[src/design/assert_macros.svh]
// Assertion macros for the validator design
`ifndef ASSERT_MACROS_SVH
`define ASSERT_MACROS_SVH
`ifndef SYNTHESIS
`define HSV_ASSERT_IMP(label, clk, rst_n, a, c) \
  label: assert property (@(posedge clk) disable iff (!rst_n) (a) |-> (c)) \
    else $error("assertion failed");
`define HSV_ASSERT_NXT(label, clk, rst_n, a, c) \
  label: assert property (@(posedge clk) disable iff (!rst_n) (a) |=> (c)) \
    else $error("assertion failed");
`else
`define HSV_ASSERT_IMP(label, clk, rst_n, a, c)
`define HSV_ASSERT_NXT(label, clk, rst_n, a, c)
`endif
`endif

[src/design/hsv_pkg.sv]
package hsv_pkg;
  typedef enum logic [4:0] {
    PH_HTYPE, PH_HLEN, PH_OTHER, PH_FIN, PH_CV_ALG, PH_CV_LEN, PH_CV_SIG,
    PH_EE_LIST, PH_EE_TYPE, PH_EE_LEN, PH_EE_DATA, PH_AL_LIST, PH_AL_PLEN,
    PH_AL_NAME, PH_CT_CLEN, PH_CT_CTX, PH_CT_LIST, PH_CT_CERT, PH_CT_DER,
    PH_CT_ELEN, PH_CT_EXT, PH_CT_REST
  } phase_e;

  localparam logic [7:0]  TypeEe   = 8'd8;
  localparam logic [7:0]  TypeCert = 8'd11;
  localparam logic [7:0]  TypeCv   = 8'd15;
  localparam logic [7:0]  TypeFin  = 8'd20;
  localparam logic [15:0] ExtAlpn  = 16'h0010;
  localparam logic [23:0] FinLen   = 24'd32;
  localparam logic [23:0] MaxBodyReset = 24'd16380;

  localparam logic [3:0] RgHeader = 4'd0;
  localparam logic [3:0] RgLen    = 4'd1;
  localparam logic [3:0] RgAlpn   = 4'd2;
  localparam logic [3:0] RgCtx    = 4'd3;
  localparam logic [3:0] RgDer    = 4'd4;
  localparam logic [3:0] RgCExt   = 4'd5;
  localparam logic [3:0] RgLater  = 4'd6;
  localparam logic [3:0] RgSig    = 4'd7;
  localparam logic [3:0] RgVerify = 4'd8;
  localparam logic [3:0] RgBody   = 4'd9;
  localparam logic [3:0] RgExtDat = 4'd10;

  localparam logic [2:0] StBusy   = 3'd0;
  localparam logic [2:0] StOk     = 3'd1;
  localparam logic [2:0] StBad    = 3'd2;
  localparam logic [2:0] StLong   = 3'd3;
  localparam logic [2:0] StHalted = 3'd4;

  typedef struct packed {
    phase_e      phase;
    logic [7:0]  ctype;
    logic [23:0] body_rem;
    logic [23:0] field_rem;
    logic [23:0] outer_rem;
    logic [23:0] shift;
    logic [2:0]  idx;
    logic [15:0] ext_kind;
    logic        alpn;
    logic        err;
  } pstate_t;

  typedef struct packed {
    logic [7:0] out_byte;
    logic [7:0] mtype;
    logic [3:0] region;
    logic       start;
    logic       stop;
    logic [2:0] status;
    logic       alpn;
  } result_t;
endpackage

[src/design/hsv_parse.sv]
module hsv_parse import hsv_pkg::*; (
  input  pstate_t     cur_i,
  input  logic [7:0]  byte_i,
  input  logic        restart_i,
  input  logic [23:0] max_len_i,
  output pstate_t     nxt_o,
  output result_t     res_o
);
  // Next state and result for one byte
  always_comb begin
    pstate_t s;
    pstate_t n;
    logic bad;
    logic done;
    logic [23:0] acc;
    logic [2:0]  idx1;
    logic [23:0] bsum;
    logic [3:0] region;
    logic start;
    logic stop;
    logic [2:0] status;
    s = cur_i;
    if (restart_i) begin
      s = '0;
      s.phase = PH_HTYPE;
    end
    n = s;
    bad = 1'b0;
    region = RgHeader;
    start = 1'b0;
    stop = 1'b0;
    status = StBusy;
    // shift accumulator, as shared by all multi-byte fields
    acc = (s.idx == 3'd0) ? {16'd0, byte_i} : {s.shift[15:0], byte_i};
    idx1 = s.idx + 3'd1;
    bsum = {16'd0, byte_i};
    done = 1'b0;
    if (s.err) begin
      res_o = '{out_byte: byte_i, mtype: s.ctype, region: RgHeader, start: 1'b0,
                stop: 1'b0, status: StHalted, alpn: 1'b0};
      nxt_o = s;
    end else begin
      if (s.phase == PH_HTYPE) begin
        n.ctype = byte_i;
        n.alpn = 1'b0;
        start = 1'b1;
        n.idx = 3'd0;
        n.phase = PH_HLEN;
      end else if (s.phase == PH_HLEN) begin
        region = RgLen;
        n.shift = acc;
        n.idx = idx1;
        if (idx1 >= 3'd3) begin
          n.idx = 3'd0;
          n.body_rem = acc;
          if (acc > max_len_i) begin
            status = StLong;
            n.err = 1'b1;
          end else if (s.ctype == TypeEe) begin
            bad = acc < 24'd2; n.phase = PH_EE_LIST;
          end else if (s.ctype == TypeCert) begin
            bad = acc < 24'd4; n.phase = PH_CT_CLEN;
          end else if (s.ctype == TypeCv) begin
            bad = acc < 24'd4; n.phase = PH_CV_ALG;
          end else if (s.ctype == TypeFin) begin
            bad = acc != FinLen; n.phase = PH_FIN;
          end else begin
            n.phase = PH_OTHER;
            if (acc == 24'd0) begin
              stop = 1'b1; status = StOk; n.phase = PH_HTYPE;
            end
          end
        end
      end else begin
        if (s.body_rem != 24'd0) n.body_rem = s.body_rem - 24'd1;
        // two- or three-byte field gathering
        case (s.phase)
          PH_CV_ALG, PH_CV_LEN, PH_EE_LIST, PH_EE_TYPE, PH_EE_LEN, PH_AL_LIST,
          PH_CT_ELEN:
            done = (idx1 >= 3'd2);
          PH_CT_LIST, PH_CT_CERT:
            done = (idx1 >= 3'd3);
          default: done = 1'b0;
        endcase
        case (s.phase)
          PH_CV_ALG, PH_CV_LEN, PH_EE_LIST, PH_EE_LEN, PH_AL_LIST,
          PH_CT_ELEN, PH_CT_LIST, PH_CT_CERT: begin
            n.shift = acc;
            n.idx = done ? 3'd0 : idx1;
          end
          default: ;
        endcase
        case (s.phase)
          PH_FIN: region = RgVerify;
          PH_CV_ALG: begin
            region = RgBody;
            if (done) n.phase = PH_CV_LEN;
          end
          PH_CV_LEN: begin
            region = RgLen;
            if (done) begin
              bad = acc == 24'd0 || acc != n.body_rem;
              n.phase = PH_CV_SIG;
            end
          end
          PH_CV_SIG: region = RgSig;
          PH_EE_LIST: begin
            region = RgLen;
            if (done) begin
              bad = acc != n.body_rem;
              n.phase = PH_EE_TYPE;
            end
          end
          PH_EE_TYPE: begin
            region = RgBody;
            if (s.idx == 3'd0 && n.body_rem < 24'd3) begin
              bad = 1'b1;
            end else begin
              n.shift = acc;
              n.idx = done ? 3'd0 : idx1;
              if (done) begin
                n.ext_kind = acc[15:0];
                n.phase = PH_EE_LEN;
              end
            end
          end
          PH_EE_LEN: begin
            region = RgLen;
            if (done) begin
              if (acc > n.body_rem) begin
                bad = 1'b1;
              end else if (s.ext_kind == ExtAlpn) begin
                bad = acc < 24'd3;
                n.outer_rem = acc;
                n.phase = PH_AL_LIST;
              end else begin
                n.field_rem = acc;
                n.phase = (acc != 24'd0) ? PH_EE_DATA : PH_EE_TYPE;
              end
            end
          end
          PH_EE_DATA, PH_AL_NAME, PH_CT_CTX, PH_CT_DER, PH_CT_EXT: begin
            case (s.phase)
              PH_EE_DATA: region = RgExtDat;
              PH_AL_NAME: region = RgAlpn;
              PH_CT_CTX:  region = RgCtx;
              PH_CT_DER:  region = RgDer;
              default:    region = RgCExt;
            endcase
            if (s.field_rem != 24'd0) n.field_rem = s.field_rem - 24'd1;
            if (n.field_rem == 24'd0) begin
              case (s.phase)
                PH_EE_DATA, PH_AL_NAME: n.phase = PH_EE_TYPE;
                PH_CT_CTX:  n.phase = PH_CT_LIST;
                PH_CT_DER:  n.phase = PH_CT_ELEN;
                default:    n.phase = PH_CT_REST;
              endcase
            end
          end
          PH_AL_LIST: begin
            region = RgLen;
            if (done) begin
              bad = (acc + 24'd2) != s.outer_rem || acc < 24'd1;
              n.field_rem = acc;
              n.phase = PH_AL_PLEN;
            end
          end
          PH_AL_PLEN: begin
            region = RgLen;
            if (byte_i == 8'd0 || (bsum + 24'd1) != s.field_rem) begin
              bad = 1'b1;
            end else begin
              n.alpn = 1'b1;
              n.field_rem = bsum;
              n.phase = PH_AL_NAME;
            end
          end
          PH_CT_CLEN: begin
            region = RgLen;
            if ((bsum + 24'd3) > n.body_rem) begin
              bad = 1'b1;
            end else begin
              n.field_rem = bsum;
              n.phase = (byte_i != 8'd0) ? PH_CT_CTX : PH_CT_LIST;
            end
          end
          PH_CT_LIST: begin
            region = RgLen;
            if (done) begin
              bad = acc != n.body_rem || acc < 24'd5;
              n.phase = PH_CT_CERT;
            end
          end
          PH_CT_CERT: begin
            region = RgLen;
            if (done) begin
              bad = acc == 24'd0 || ({1'b0, acc} + 25'd2) > {1'b0, n.body_rem};
              n.field_rem = acc;
              n.phase = PH_CT_DER;
            end
          end
          PH_CT_ELEN: begin
            region = RgLen;
            if (done) begin
              bad = acc > n.body_rem;
              n.field_rem = acc;
              n.phase = (acc != 24'd0) ? PH_CT_EXT : PH_CT_REST;
            end
          end
          PH_CT_REST: region = RgLater;
          default: region = RgBody;
        endcase
        if (!bad && n.body_rem == 24'd0) begin
          stop = 1'b1; status = StOk; n.phase = PH_HTYPE;
        end
      end
      if (bad) begin
        status = StBad; stop = 1'b0; n.err = 1'b1;
      end
      nxt_o = n;
      res_o = '{out_byte: byte_i, mtype: n.ctype, region: region, start: start,
                stop: stop, status: status, alpn: n.alpn};
    end
  end
endmodule

[src/design/handshake_stream_validator_core.sv]
// The result is registered and valid in the cycle after input accept.
// Throughput: one byte per cycle while the output does not stall; the parse state register closes the only loop.
// The input stalls only while a result is held under an output stall.
// Reset: asynchronous, active low; parser returns to message start, limit to 16380.
`include "assert_macros.svh"
module handshake_stream_validator_core import hsv_pkg::*; (
  input  logic        clk_i,
  input  logic        rst_ni,
  input  logic        cfg_we_i,
  input  logic [23:0] cfg_wdata_i,
  input  logic        in_valid_i,
  output logic        in_stall_o,
  input  logic [7:0]  data_byte_i,
  input  logic        restart_i,
  output logic        out_valid_o,
  input  logic        out_stall_i,
  output logic [7:0]  out_byte_o,
  output logic [7:0]  message_type_o,
  output logic [3:0]  region_o,
  output logic        message_start_o,
  output logic        message_end_o,
  output logic [2:0]  status_o,
  output logic        alpn_seen_o
);
  logic [23:0] max_len_q;
  pstate_t     st_q, st_d;
  result_t     res_d, res_q;
  logic        ov_q;
  logic        acc_in;

  // accept while output is empty or leaving
  assign in_stall_o = ov_q && out_stall_i;
  assign acc_in = in_valid_i && !in_stall_o;

  hsv_parse u_parse (
    .cur_i(st_q), .byte_i(data_byte_i), .restart_i(restart_i),
    .max_len_i(max_len_q), .nxt_o(st_d), .res_o(res_d)
  );

  // hold limit register
  always_ff @(posedge clk_i or negedge rst_ni) begin
    if (!rst_ni) max_len_q <= MaxBodyReset;
    else if (cfg_we_i) max_len_q <= cfg_wdata_i;
  end

  // advance parse state
  always_ff @(posedge clk_i or negedge rst_ni) begin
    if (!rst_ni) begin
      st_q <= '0;
      ov_q <= 1'b0;
    end else begin
      if (acc_in) st_q <= st_d;
      if (acc_in) ov_q <= 1'b1;
      else if (!out_stall_i) ov_q <= 1'b0;
    end
  end

  // capture result
  always_ff @(posedge clk_i) begin
    if (acc_in) res_q <= res_d;
  end

  assign out_valid_o = ov_q;
  assign out_byte_o = res_q.out_byte;
  assign message_type_o = res_q.mtype;
  assign region_o = res_q.region;
  assign message_start_o = res_q.start;
  assign message_end_o = res_q.stop;
  assign status_o = res_q.status;
  assign alpn_seen_o = res_q.alpn;

  `HSV_ASSERT_NXT(a_err_halts, clk_i, rst_ni, acc_in && !restart_i && st_q.err, out_valid_o && status_o == StHalted)
  `HSV_ASSERT_IMP(a_end_ok, clk_i, rst_ni, out_valid_o && message_end_o, status_o == StOk)
  `HSV_ASSERT_NXT(a_hold, clk_i, rst_ni, out_valid_o && out_stall_i, out_valid_o && $stable(res_q))
endmodule
[config.mk]
export PLATFORM = sky130hd
export DESIGN_NAME = handshake_stream_validator_core
export DESIGN_NICKNAME = d
export VERILOG_FILES = /design/src/design/hsv_pkg.sv /design/src/design/hsv_parse.sv /design/src/design/handshake_stream_validator_core.sv
export VERILOG_INCLUDE_DIRS = /design/src /design/src/design
export SDC_FILE = /design/constraint.sdc
export NUM_CORES = 1
export LEC_CHECK = 0
export BUFFER_PORTS_ARGS = -buffer_cell sky130_fd_sc_hd__clkbuf_2
export CAP_MARGIN = 20
export CELL_PAD_IN_SITES_DETAIL_PLACEMENT = 0
export CELL_PAD_IN_SITES_GLOBAL_PLACEMENT = 1
export CORE_ASPECT_RATIO = 2
export CORE_MARGIN = 3
export CORE_UTILIZATION = 29
export DETAILED_ROUTE_END_ITERATION = 10
export PLACE_DENSITY_LB_ADDON = 0.12
export REMOVE_ABC_BUFFERS = 1
export SETUP_SLACK_MARGIN = 0.1
export SLEW_MARGIN = 20
export SYNTH_ARGS = -nofsm -noshare
export SYNTH_HDL_FRONTEND = slang
export SYNTH_SLANG_ARGS = --single-unit
[constraint.sdc]
create_clock -name clk_i -period 6.8 [get_ports clk_i]
set_input_delay 0.34 -clock clk_i [delete_from_list [all_inputs] [get_ports clk_i]]
set_output_delay 0.34 -clock clk_i [all_outputs]
set_load 0.01 [all_outputs]
# Word-level counts from Yosys, hierarchy flattened
# Cells that the tools add are included.
# Widths: inputs -> output; s select.
word_totals:
  input_bits: 38
  regBits: 181
  out_inout_bits: 28
  word_cells: 235
classes:
  n_eq_ne: 30
  muxes: 134
  add_sub_neg: 7
  n_lt_le_gt_ge: 12
  n_reduce_logical: 31
op_table:
  columns: ["cell", "n"]
  rows:
  - ["$mux 24", 18]
  - ["$mux 130", 2]
  - ["$mux 48", 3]
  - ["$mux 5", 25]
  - ["$pmux 24 s5", 1]
  - ["$mux 96", 1]
  - ["$mux 43", 2]
  - ["$mux 27", 3]
  - ["$gt 24x24->1", 3]
  - ["$logic_not 24->1", 3]
  - ["$lt 24x2->1 const B", 3]
  - ["$ne 24x24->1", 3]
  - ["$reduce_bool 24->1", 3]
  - ["$pmux 5 s12", 1]
  - ["$mux 1", 53]
  - ["$lt 24x3->1 const B", 2]
  - ["$sub 24x1->24 const B", 2]
  - ["$eq 5x4->1 const B", 8]
  - ["$mux 3", 11]
  - ["$mux 16", 2]
  - ["$eq 5x5->1 const B", 6]
  - ["$add 24x2->25 const B", 1]
  - ["$gt 25x24->1", 1]
  - ["$add 24x2->24 const B", 1]
  - ["other kinds (36)", 56]

# Logic depth before layout (Yosys ltp)
depth:
  word_depth: 20
  mapped_depth: 33
  depth_no_buf: 23

# Modules after synthesis
# Synthesis repeated with hierarchy kept, for this count alone.
unflattened:
  cells_unflattened: 1965
  hier_area_um2: 16434.5
modules_own_cells:
  columns: ["mod", "instances", "seq_area_each_um2", "cells_each", "area_each_um2"]
  rows:
  - ["hsv_parse", 1, 0.0, 1610, 9855.7]
  - ["handshake_stream_validator_core", 1, 4674.5, 355, 6578.8]

# Least setup slack after synthesis
# OpenSTA, ideal clock, no wires.
synth_timing:
  path_kind: "in2reg"
  startpoint: "input restart_i"
  endpoint: "register st_q[78] in the netlist's numbering"
  cell_stages: 30
  setup_time_ns: 0.137
  arrival_ns: 6.338
  slack_ns: 0.325
  required_ns: 6.663
  n_path_buf: 11
  path_cell_list: "buf_2 -> buf_2 -> buf_2 -> clkbuf_1 -> clkbuf_1 -> buf_1 -> clkbuf_1 -> buf_1 -> buf_1 -> nor2b_1 -> inv_1 -> ha_1 -> nor2b_1 -> nor2_1 -> buf_4 -> nand2_1 -> inv_1 -> ha_1 -> a21oi_1 -> a21boi_0 -> o311a_1 -> a211o_1 -> o211ai_1 -> or3b_1 -> a31o_1 -> buf_2 -> nor2_8 -> mux2_2 -> a221oi_1 -> o21ai_0"
synth_between:
  elab_chain_cells: 13
  word_cells_on_any_way: 60
  classes_between: "add/sub: 3; order compare: 4; eq/ne: 19; mux: 25; reduce/logical: 9"
synth_rtl:
  columns: ["item", "line_no", "text"]
  rows:
  - ["start, declared", "handshake_stream_validator_core.sv:14", "input logic restart_i,"]
  - ["$mux 130 (*)", "hsv_parse.sv:23", "if (restart_i) begin"]
  - ["$sub 24x1->24 or $reduce_bool 24->1 (tied branches)", "hsv_parse.sv:75", "if (s.body_rem != 24'd0) n.body_rem = s.body_rem - 24'd1;"]
  - ["$mux 24", "hsv_parse.sv:75", null]
  - ["$mux 24", "hsv_parse.sv:49", "end else if (s.phase == PH_HLEN) begin"]
  - ["$mux 24", "hsv_parse.sv:43", "if (s.phase == PH_HTYPE) begin"]
  - ["$mux 24", "hsv_parse.sv:38", "if (s.err) begin"]
  - ["$gt 24x24->1", "hsv_parse.sv:130", "if (acc > n.body_rem) begin"]
  - ["$mux 48", "hsv_parse.sv:130", null]
  - ["$mux 48", "hsv_parse.sv:129", "if (done) begin"]
  - ["$pmux 24 s5", "hsv_parse.sv:93", "case (s.phase)"]
  - ["$mux 48", "hsv_parse.sv:49", null]
  - ["$mux 96", "hsv_parse.sv:43", null]
  - ["$mux 130 (*)", "hsv_parse.sv:38", null]
  - ["end signal, assigned", "handshake_stream_validator_core.sv:52", "if (acc_in) st_q <= st_d;"]
  - ["end, declared", "handshake_stream_validator_core.sv:26", "pstate_t st_q, st_d;"]
# Mark *: on every way between the ends. The rest lies on a longest branch, timed or not. The select of a mux whose other input is x is not followed.
# A chain may end at the register's enable or synchronous reset.

# Worst setup path after layout
layout_timing:
  startpoint: "register st_q[97] in the netlist's numbering"
  endpoint: "register res_q (netlist bit status_o[0]) (data pin)"
layout_between:
  elab_chain_cells: 17
  word_cells_on_any_way: 38
  classes_between: "add/sub: 1; order compare: 4; eq/ne: 1; mux: 23; reduce/logical: 9"
layout_rtl:
  columns: ["item", "line_no", "text"]
  rows:
  - ["$mux 130 (*)", "hsv_parse.sv:23", null]
  - ["$sub 24x1->24 or $reduce_bool 24->1 (tied branches)", "hsv_parse.sv:75", null]
  - ["$mux 24 (*)", "hsv_parse.sv:75", null]
  - ["$mux 24 (*)", "hsv_parse.sv:49", null]
  - ["$mux 24 (*)", "hsv_parse.sv:43", null]
  - ["$mux 24 (*)", "hsv_parse.sv:38", null]
  - ["$gt 24x24->1 (tied with other cells)", "hsv_parse.sv:130, hsv_parse.sv:205", null]
  - ["$mux 1 (tied with other cells)", "hsv_parse.sv:130", null]
  - ["$mux 1 (on tied branches)", null, null]
  - ["$pmux 1 s10", "hsv_parse.sv:93", null]
  - ["$mux 1", "hsv_parse.sv:49", null]
  - ["$mux 1", "hsv_parse.sv:43", null]
  - ["$mux 1", "hsv_parse.sv:38", null]
  - ["$mux 1 or $logic_not 1->1 (tied branches)", "hsv_parse.sv:49, hsv_parse.sv:213", null]
  - ["$mux 1 or $logic_and 1x1->1 (tied branches)", "hsv_parse.sv:43, hsv_parse.sv:213", null]
  - ["$mux 1 (on tied branches)", "hsv_parse.sv:38, hsv_parse.sv:213", null]
  - ["$reduce_or 3->1 (no line) or $mux 3 (tied branches)", null, null]
  - ["end signal, assigned", "handshake_stream_validator_core.sv:60", "if (acc_in) res_q <= res_d;"]
  - ["end, declared", "handshake_stream_validator_core.sv:27", "result_t res_d, res_q;"]
# Marks and branches as above.

==> reports/metrics.cfg <==
[worst_setup_path]
r2r_end=status_o[0]$_SDFFCE_PP0P_
crit_arrival_ns=6.41
end_kind=flip-flop
worstSetupPathType=flip-flop to flip-flop
rr_startpoint=st_q[97]$_DFFE_PN0P_
cpMaxStageDelayCell=or4_1
cp_slowest_stage_delay_ns=0.70
crit_path_start_kind=flip-flop
cp.buffers_inverters=0
path_max_fanout=10
path_cells=or4_1, a211oi_2, nand3_1, nand2_1, xor2_1, ha_1, nand3_1, nor4_1, nand4b_1, nor4_1, o21ai_0, a21oi_1, a21oi_1, or2_1, a211oi_1
crit_family=simple AND/OR/NAND/NOR gates
crit_required_ns=7.07
rrSetupSlack_ns=0.66
rr_worst_depth=15

[route]
wl_met2_microns=39900
ant_nets=0
viasPerCell=5.94
first_pass_iters=8
wl_met1_microns=26300
top_layer=met4
drc=0
routed_wl_microns=75600
wl_met3_microns=2670
wire_per_inst_microns=28.6
vias=15700
drt_iter0_drc=1197

[timing]
hold_viol=0
fin_ws_ns=0.660
timing.fmax_ghz=0.163
skew_ns=0.0157
final.period_utilization_pct=90.3
maxSlewViolCount=0
final-setup-viol-count=0
rsz0062_at_grt=false
fin_tns_setup_ns=0
slew_headroom_pct=24.0
tightest_slew_ns=1.13
finalCriticalPeriod_ns=6.14

[place]
hpwl_microns=58700
postPlaceCellArea_sq_um=16500
dp_slack_ns=0.718
routabilityCongestion=0.944
numPortBuffers=65

[cts]
cts.path.max_buffers=2
clkLatencyLatePin_ns=0.47
numCtsBuffers=17
htree_levels=4
cts_setup_buffers=0
cts_tree=yes
cts_sinks=173
cts_root_buf=clkbuf_16
path_clk_slew_ns=0.08

[run_status]
status=finished, final reports clean

[die]
die_w_microns=168
design.core.area_sq_um=51400
die_h_microns=329
start_util_pct=29.5
num_rows=117
die_area_sq_um=55200
io_pins=66

[power]
powerDensity_nw_per_um2=343
leakage_nw=7.12
ir_drop_mv=0.122

[final_layout]
drive_gt1_share_pct=12.7
regArea_sq_um=4470
antenna_cells=0
multiInputGateArea_sq_um=10000
layout_commonest_cell=nand2_1
final_area_sq_um=17100
n_fill_cell=5426
nets=2097
area_growth_pct=12.5
final_cell_mix=nand2_1 (265), o21ai_0 (167), nor2_1 (162)
fin_util_pct=33.2

[yosys]
synth_warnings=0
ys_async_sr_fraction_pct=85.0
synth_edf_count=26
seq_area_frac_synth_pct=29.5
post_synth.cell_area_avg_sq_um=7.89
ys_ff_latch=173
synth_area_sq_um=15200
syn_inst=1923
yosys.cell_types.count=98
ys.flop_type=dfrtp_1

[grt]
grt_pass1_vias=15800
grt-ovfl-total=0
grt_max_degree=57
antenna_found_initial=0
grt_usage_pct=26.8
grt_pass1_wl_microns=109000

[min_path]
min_from=cfg_wdata_i[5]
min_path_type=primary input to flip-flop
hold_path_end=max_len_q[5]$_DFFE_PN1P_
hold_depth=3

[run]
maxCapViolations=0

==> sequential cells by signal, indices dropped and copies added (netlist names), 3 cells and up <==
signal and cells:
message_type_o 8, region_o 4, status_o 3, max_len_q 24, st_q 122, out_byte_o 8
==> metal layers <==
layer  GRT usage, %  vias up
li1               -     7184
met1           26.9     7710
met2           50.1      565
met3           2.82      224
met4           20.3        0
met5              0        -
==> layout make-up <==
cell class / count / share of cell area (%)
Sequential cell: 173 / 26.2
Inverter: 67 / 1.47
Multi-Input combinational cell: 1569 / 58.7
Clock inverter: 13 / 0.718
Timing Repair Buffer: 145 / 5.49
Clock buffer: 19 / 2.65
Tap cell: 654 / 4.79
==> cell usage after synthesis (26+ instances only) <==
| master | instances | area (sq um) |
|---|---|---|
| nor3_1 | 49 | 245 |
| dfrtp_1 | 135 | 3380 |
| a21oi_1 | 129 | 646 |
| clkbuf_1 | 83 | 312 |
| nor2_1 | 165 | 619 |
| nor2b_1 | 57 | 357 |
| o21ai_0 | 167 | 836 |
| nand4_1 | 32 | 200 |
| nand3_1 | 51 | 255 |
| edfxtp_1 | 26 | 781 |
| xor2_1 | 26 | 228 |
| a22o_1 | 26 | 228 |
| nand2_1 | 265 | 995 |
| ha_1 | 86 | 1080 |
| xnor2_1 | 52 | 455 |
| nor4_1 | 30 | 188 |
| mux2i_1 | 29 | 290 |
| inv_1 | 63 | 236 |
==> worst min-delay path: stages <==
cell	delay [ns]
clkbuf_2	0.08
nand2_1	0.05
o21ai_0	0.07
==> metrics by stage <==
| step | power, mW | cells | hold slack, ns |
|---|---|---|---|
| 2_1_floorplan | 3.44 | 1809 | 0.0444 |
| 3_3_place_gp | 4.76 | 2606 | 0.334 |
| 3_5_place_dp | 4.78 | 2607 | 0.327 |
| 4_1_cts | 5.85 | 2640 | 0.0464 |
| 5_1_grt | 6.21 | 2640 | 0.0804 |
| 6_report | 5.86 | 2640 | 0.0769 |
==> report_power, final <==
group	switching [mW]	internal, mW
clock network	0.530	0.505
logic	2.14	1.13
registers	0.312	1.24
==> worst max-delay path by stage <==
| stage | cells after the start | startpoint | to |
|---|---|---|---|
| floorplan | 19 | restart_i | st_q[78]$_DFFE_PN0P_ |
| global placement | 20 | restart_i | st_q[78]$_DFFE_PN0P_ |
| detailed placement | 20 | restart_i | st_q[78]$_DFFE_PN0P_ |
| CTS | 16 | st_q[97]$_DFFE_PN0P_ | st_q[78]$_DFFE_PN0P_ |
| global route | 16 | st_q[97]$_DFFE_PN0P_ | st_q[78]$_DFFE_PN0P_ |
| finish | 15 | st_q[97]$_DFFE_PN0P_ | status_o[0]$_SDFFCE_PP0P_ |
==> logic make-up after synthesis <==
logic type                 synth area share [%]
muxes                                      3.25
DFF                                        29.5
AOI/OAI and AO/OA                          25.0
buffers and inverters                      4.71
adders and majority gates                  7.23
and+or+nand+nor                            25.6
xor gates and xnor gates                   4.65
==> what timing repair did <==
action                                 CTS  global route
hold buffers                             1             0
gates resized for setup                  0             0
endpoints found under the hold margin   38             0
Power figures use the tool's default switching activity.
